`config.mk`:
```
export PLATFORM = sky130hd
export DESIGN_NAME = unsigned_to_ascii_radix
export DESIGN_NICKNAME = d
export VERILOG_FILES = /design/src/sv/u2a_pkg.sv /design/src/sv/unsigned_to_ascii_radix.sv
export SDC_FILE = /design/constraint.sdc
export NUM_CORES = 1
export LEC_CHECK = 0
export ABC_AREA = 0
export BUFFER_PORTS_ARGS = -buffer_cell sky130_fd_sc_hd__buf_4
export CAP_MARGIN = 10
export CORE_MARGIN = 1.5
export CORE_UTILIZATION = 30
export DETAILED_ROUTE_END_ITERATION = 7
export PLACE_DENSITY = 0.5
export SLEW_MARGIN = 10
export SYNTH_ARGS = -nofsm -noshare
export SYNTH_HDL_FRONTEND = slang
export SYNTH_SLANG_ARGS = --single-unit
```
`constraint.sdc`:
```
create_clock -name aclk -period 22.7 [get_ports aclk]
set_input_delay 3.405 -clock aclk [delete_from_list [all_inputs] [get_ports aclk]]
set_output_delay 3.405 -clock aclk [all_outputs]
set_load 0.005 [all_outputs]
```
`src/sv/u2a_pkg.sv`:
```
// ----------------------------------------------------------------------------
// u2a_pkg
// Constants and the digit-to-character mapping for the radix converter.
// ----------------------------------------------------------------------------
`default_nettype none

package u2a_pkg;

    localparam int STACK_DEPTH = 64;
    localparam int CNT_W       = 7;
    localparam int ADDR_W      = 6;
    localparam int RADIX_W     = 6;
    localparam int CHAR_W      = 7;
    localparam int CHUNK_W     = 8;

    localparam logic [RADIX_W-1:0] RADIX_MIN = 6'd2;
    localparam logic [RADIX_W-1:0] RADIX_MAX = 6'd36;
    localparam logic [RADIX_W-1:0] TEN       = 6'd10;
    localparam logic [CHAR_W-1:0]  CHAR_ZERO = 7'd48;
    localparam logic [CHAR_W-1:0]  CHAR_A    = 7'd97;

    function automatic logic [CHAR_W-1:0] digit_to_ascii(input logic [RADIX_W-1:0] d);
        logic [CHAR_W-1:0] dx;
        dx = {1'b0, d};
        if (d >= TEN) begin
            return dx - {1'b0, TEN} + CHAR_A;
        end
        return dx + CHAR_ZERO;
    endfunction

endpackage

`default_nettype wire

```
`src/sv/unsigned_to_ascii_radix.sv`:
```
// ----------------------------------------------------------------------------
// unsigned_to_ascii_radix
// Converts an unsigned number into its ASCII digits in a radix of 2 to 36.
// ----------------------------------------------------------------------------
// A word on the slave side carries the value and the radix; the master side
// returns one word per digit, most significant digit first, with tlast on
// the final digit. A zero value gives the single digit '0'. Radix values
// below 2 are taken as 2 and values above 36 as 36.
// The value is divided repeatedly by the radix with a long-division unit that
// retires 8 dividend bits per cycle, passing over every chunk of the value
// for each digit. Remainders are pushed onto a 64-entry digit memory and
// popped back out; each pop goes through address, registered read and output.
// The block takes one word at a time: s_tready is high only while it is
// idle. Reset returns the block to idle and drops m_tvalid; the digit
// memory is not cleared, since every entry is written before it is read.
// When the receiver stalls, the current digit is held on m_tdata until it
// is taken.
// ----------------------------------------------------------------------------
`default_nettype none

module unsigned_to_ascii_radix
    import u2a_pkg::*;
#(
    parameter int VALUE_WIDTH = 64
) (
    input  wire logic        aclk,
    input  wire logic        aresetn,
    input  wire logic        s_tvalid,
    output logic             s_tready,
    input  wire logic [71:0] s_tdata,  // value [63:0], radix [69:64]
    output logic             m_tvalid,
    input  wire logic        m_tready,
    output logic [7:0]       m_tdata,  // digit_char [6:0]
    output logic             m_tlast   // last_digit
);

    localparam int STEPS  = (VALUE_WIDTH + CHUNK_W - 1) / CHUNK_W;
    localparam int PAD_W  = STEPS * CHUNK_W;
    localparam int STEP_W = (STEPS > 1) ? $clog2(STEPS) : 1;

    typedef enum logic [2:0] {
        ST_IDLE,
        ST_DIV,
        ST_RD,
        ST_LD,
        ST_OUT
    } state_t;

    state_t               state_reg, state_next;
    logic [PAD_W-1:0]     work_reg, work_next;
    logic [RADIX_W-1:0]   rem_reg, rem_next;
    logic [RADIX_W-1:0]   radix_reg, radix_next;
    logic [STEP_W-1:0]    step_reg, step_next;
    logic [CNT_W-1:0]     cnt_reg, cnt_next;
    logic [CHAR_W-1:0]    char_reg, char_next;
    logic                 last_reg, last_next;
    logic                 valid_reg, valid_next;

    logic [RADIX_W-1:0]   stack_mem [STACK_DEPTH];
    logic [RADIX_W-1:0]   rd_data_reg;
    logic [ADDR_W-1:0]    rd_addr;
    logic                 push;

    logic [RADIX_W-1:0]   radix_in;
    logic [CHUNK_W-1:0]   chunk;
    logic [CHUNK_W-1:0]   qbits;
    logic [RADIX_W-1:0]   rem_out;
    logic [RADIX_W:0]     trial;
    logic [PAD_W-1:0]     quot;

    // Clamp of the incoming radix.
    always_comb begin
        radix_in = s_tdata[69:64];
        if (radix_in < RADIX_MIN) begin
            radix_in = RADIX_MIN;
        end else if (radix_in > RADIX_MAX) begin
            radix_in = RADIX_MAX;
        end
    end

    // Eight restoring long-division steps on the top chunk of the dividend.
    always_comb begin
        chunk   = work_reg[PAD_W-1 -: CHUNK_W];
        rem_out = rem_reg;
        qbits   = '0;
        trial   = '0;
        for (int i = CHUNK_W - 1; i >= 0; i--) begin
            trial = {rem_out, chunk[i]};
            if (trial >= {1'b0, radix_reg}) begin
                qbits[i] = 1'b1;
                trial    = trial - {1'b0, radix_reg};
            end
            rem_out = trial[RADIX_W-1:0];
        end
        quot = (work_reg << CHUNK_W) | PAD_W'(qbits);
    end

    always_comb begin
        state_next = state_reg;
        work_next  = work_reg;
        rem_next   = rem_reg;
        radix_next = radix_reg;
        step_next  = step_reg;
        cnt_next   = cnt_reg;
        char_next  = char_reg;
        last_next  = last_reg;
        valid_next = valid_reg;
        push       = 1'b0;
        unique case (state_reg)
            ST_IDLE: begin
                if (s_tvalid) begin
                    work_next  = PAD_W'(s_tdata[VALUE_WIDTH-1:0]);
                    radix_next = radix_in;
                    rem_next   = '0;
                    step_next  = '0;
                    cnt_next   = '0;
                    state_next = ST_DIV;
                end
            end
            ST_DIV: begin
                work_next = quot;
                if (step_reg == STEP_W'(STEPS - 1)) begin
                    push      = 1'b1;
                    rem_next  = '0;
                    step_next = '0;
                    cnt_next  = cnt_reg + 1'b1;
                    if (quot == '0 || cnt_reg == CNT_W'(STACK_DEPTH - 1)) begin
                        state_next = ST_RD;
                    end
                end else begin
                    rem_next  = rem_out;
                    step_next = step_reg + 1'b1;
                end
            end
            ST_RD: begin
                cnt_next   = cnt_reg - 1'b1;
                state_next = ST_LD;
            end
            ST_LD: begin
                char_next  = digit_to_ascii(rd_data_reg);
                last_next  = (cnt_reg == '0);
                valid_next = 1'b1;
                state_next = ST_OUT;
            end
            ST_OUT: begin
                if (m_tready) begin
                    valid_next = 1'b0;
                    state_next = last_reg ? ST_IDLE : ST_RD;
                end
            end
            default: begin
                state_next = ST_IDLE;
            end
        endcase
    end

    always_ff @(posedge aclk) begin
        if (!aresetn) begin
            state_reg <= ST_IDLE;
            cnt_reg   <= '0;
            step_reg  <= '0;
            valid_reg <= 1'b0;
        end else begin
            state_reg <= state_next;
            cnt_reg   <= cnt_next;
            step_reg  <= step_next;
            valid_reg <= valid_next;
        end
        work_reg  <= work_next;
        rem_reg   <= rem_next;
        radix_reg <= radix_next;
        char_reg  <= char_next;
        last_reg  <= last_next;
    end

    assign rd_addr = ADDR_W'(cnt_reg - 1'b1);

    always_ff @(posedge aclk) begin
        if (push) begin
            stack_mem[cnt_reg[ADDR_W-1:0]] <= rem_out;
        end
        rd_data_reg <= stack_mem[rd_addr];
    end

    assign s_tready = (state_reg == ST_IDLE);
    assign m_tvalid = valid_reg;
    assign m_tdata  = {1'b0, char_reg};
    assign m_tlast  = last_reg;

    a_no_overlap: assert property (@(posedge aclk) disable iff (!aresetn)
        !(s_tready && m_tvalid))
        else $error("input accepted while a digit is pending");

    a_count_range: assert property (@(posedge aclk) disable iff (!aresetn)
        cnt_reg <= CNT_W'(STACK_DEPTH))
        else $error("digit count beyond stack depth");

    a_last_idle: assert property (@(posedge aclk) disable iff (!aresetn)
        (m_tvalid && m_tready && m_tlast) |=> s_tready)
        else $error("block not idle after final digit");

    a_last_empty: assert property (@(posedge aclk) disable iff (!aresetn)
        (m_tvalid && m_tlast) |-> (cnt_reg == '0))
        else $error("final digit flagged with digits left on the stack");

endmodule

`default_nettype wire
```
==> flow_summary.ini <==
[yosys]
synth-seq-cells = 488
synth_edf_count = 468
syn-mean-instance-area_um2 = 15.1
synth_area_leaders = edfxtp_1, mux4_2, nand2_1
syn_area_um2 = 22500
synthArstFlopShare = 0
synth_fp_nets = 1625
synth_ff_type = edfxtp_1
yosysSeqAreaShare = 0.644
synth.largest_area_cell = edfxtp_1
synthDistinctLibCells = 75
synth_most_common_cell = edfxtp_1
yosysTopAreaCellShare = 0.626
yosysWarnings = 0
postSynthCellCount = 1483
synth.top_cells.by_count = edfxtp_1, nand2_1, mux4_2

[die]
pin_count = 87
die_area_um2 = 76500
initial_core_util = 0.303
fp.dieH_um = 277
row_count = 100
die_w_um = 277
core-area_um2 = 74200

[drt]
viasPerCell = 4.96
vias = 12800
wirelength_mm = 54.2
ant_nets = 0
wl_met2_mm = 26.7
drt_pass1_iterations = 5
drt-wirelength-per-cell_um = 21.0
drtIter0Drc = 979
route.top_layer_used = met4
wl_met3_mm = 2.39
drc_errors = 0
wl_met1_mm = 24.1

[timing]
fin_crit_sh = 0.889
hold_viol_final = 0
finalCriticalPeriod_ns = 20.17
fin_tns_setup_ns = 0
rsz0062_at_grt = no
skew_ns = 0.0416
slew-limit-headroom = 0.223
worstMarginPinSlew_ns = 1.16
setup_viol = 0
timing.fmax_mhz = 49.6
slew_violations = 0

[clocking]
cts_hold_buf = 0
cts_resized = 0
clk_pin_slew_ns = 0.06
htreeDepth = 2
clock_latency_ns = 0.62
cts_tree = yes
root_buffer = clkbuf_16
cts.sink_count = 488
numCtsBuffers = 51
post-cts-setup-buffers = 0
cts_buffer_depth = 3

[cells_and_area]
final_nets = 1713
nFillCells = 7092
synthToLayoutAreaGrowth_pct = 15.1
largest_reg_flops = 384
final_layout_size_suffix_gt1_frac = 0.209

[critical_path]
regToRegSetupSlack_ns = 2.53
cp_top_family = compound AO/OA/AOI/OAI gates
start_kind = register
required_ns = 23.01
end_kind = register
r2r_cells = 69
r2r-end = stack_mem[20][0]$_DFFE_PP_
slowest_delay_ns = 0.81
cp.arrival_ns = 20.48
slowest_stage = edfxtp_1
worstSetupPathType = register to register
cp_num_buf_inv = 6
worstPathMaxFanout = 64
crit-reg2reg-launch = radix_reg[1]$_SDFFCE_PP1P_

[min_path]
hold_path_class = register to register
hold_depth = 2
hp-start = step_reg[2]$_SDFFE_PN0P_
hold_end = step_reg[2]$_SDFFE_PN0P_

[grt]
grt.total_usage = 0.141
gr-total-overflow = 0
grt_pass1_wl_mm = 81.1
antenna_found_initial = 0
grt_max_degree = 71
first_global_vias = 13200

[job]
max-cap-violations = 0

[status]
status = finished clean

[placement]
portBuffers = 83
place.gp.congestion = 0.835
place_hpwl_mm = 35.2
[tightest hold or removal path, delay by kind of cell, from the launching register on]
family             cells  cell delay (ns)
and+or+nand+nor        1             0.06
AOI/OAI and AO/OA      1             0.06
DFF                    1             0.31
[metal layers]
layer	global-route usage	vias up
li1	-	5923
met1	0.189	6567
met2	0.233	256
met3	0.0269	67
met4	0.0363	0
met5	0	-
[worst max-delay path by stage]
stage / start / endpoint / cells after the start
6_report: radix_reg[1]$_SDFFCE_PP1P_ / stack_mem[20][0]$_DFFE_PP_ / 69
5_1_grt: radix_reg[1]$_SDFFCE_PP1P_ / stack_mem[23][5]$_DFFE_PP_ / 69
4_1_cts: radix_reg[1]$_SDFFCE_PP1P_ / stack_mem[55][0]$_DFFE_PP_ / 69
3_5_place_dp: radix_reg[1]$_SDFFCE_PP1P_ / stack_mem[4][0]$_DFFE_PP_ / 69
3_3_place_gp: radix_reg[1]$_SDFFCE_PP1P_ / stack_mem[4][0]$_DFFE_PP_ / 69
2_1_floorplan: radix_reg[1]$_SDFFCE_PP1P_ / stack_mem[0][0]$_DFFE_PP_ / 71
[stage by stage]
stage / utilization / instance area [um^2] / setup WS (ns) / std cells / hold slack, ns
after floorplan: - / 22500 / 4.65 / 1483 / 0.452
after global placement: 0.326 / 24200 / 2.76 / 2487 / 0.462
after detailed placement: 0.326 / 24200 / 2.70 / 2487 / 0.472
after CTS: 0.348 / 25800 / 2.58 / 2583 / 0.480
after global routing: 0.348 / 25800 / 1.12 / 2583 / 0.507
final: 0.348 / 25900 / 2.53 / 2584 / 0.481
[placed cells by master (no fill, tap or decap), types with 32 or more instances in the layout]
master,instances
o21ai_0,37
buf_4,98
nand2_1,220
a21oi_1,32
nor2_1,108
inv_1,47
mux4_2,126
ha_1,57
clkbuf_16,51
edfxtp_1,468
[layout make-up]
| type | count | area [um^2] | area share |
|---|---|---|---|
| antenna | 1 | 2.50 | 0.0000968 |
| clock buffer | 76 | 1420 | 0.0549 |
| clock inverter | 20 | 205 | 0.00794 |
| inverter | 48 | 180 | 0.00697 |
| multi-input combinational | 884 | 7640 | 0.295 |
| sequential | 488 | 14500 | 0.559 |
| tap | 969 | 1210 | 0.0469 |
| timing repair buffer | 98 | 736 | 0.0285 |
[cell families after synthesis]
| logic type | count (synthesis) | share of synthesized area |
|---|---|---|
| DFF | 488 | 0.644 |
| and+or+nand+nor | 453 | 0.0892 |
| AOI/OAI and AO/OA | 181 | 0.0573 |
| muxes | 147 | 0.137 |
| buffers and inverters | 111 | 0.0191 |
| adders and majority gates | 67 | 0.0399 |
| xor gates and xnor gates | 35 | 0.0137 |
| other | 1 | 0.000167 |
Power is not shown: default switching activity piles up to over one toggle a cycle in this logic, so the estimate is an artifact.
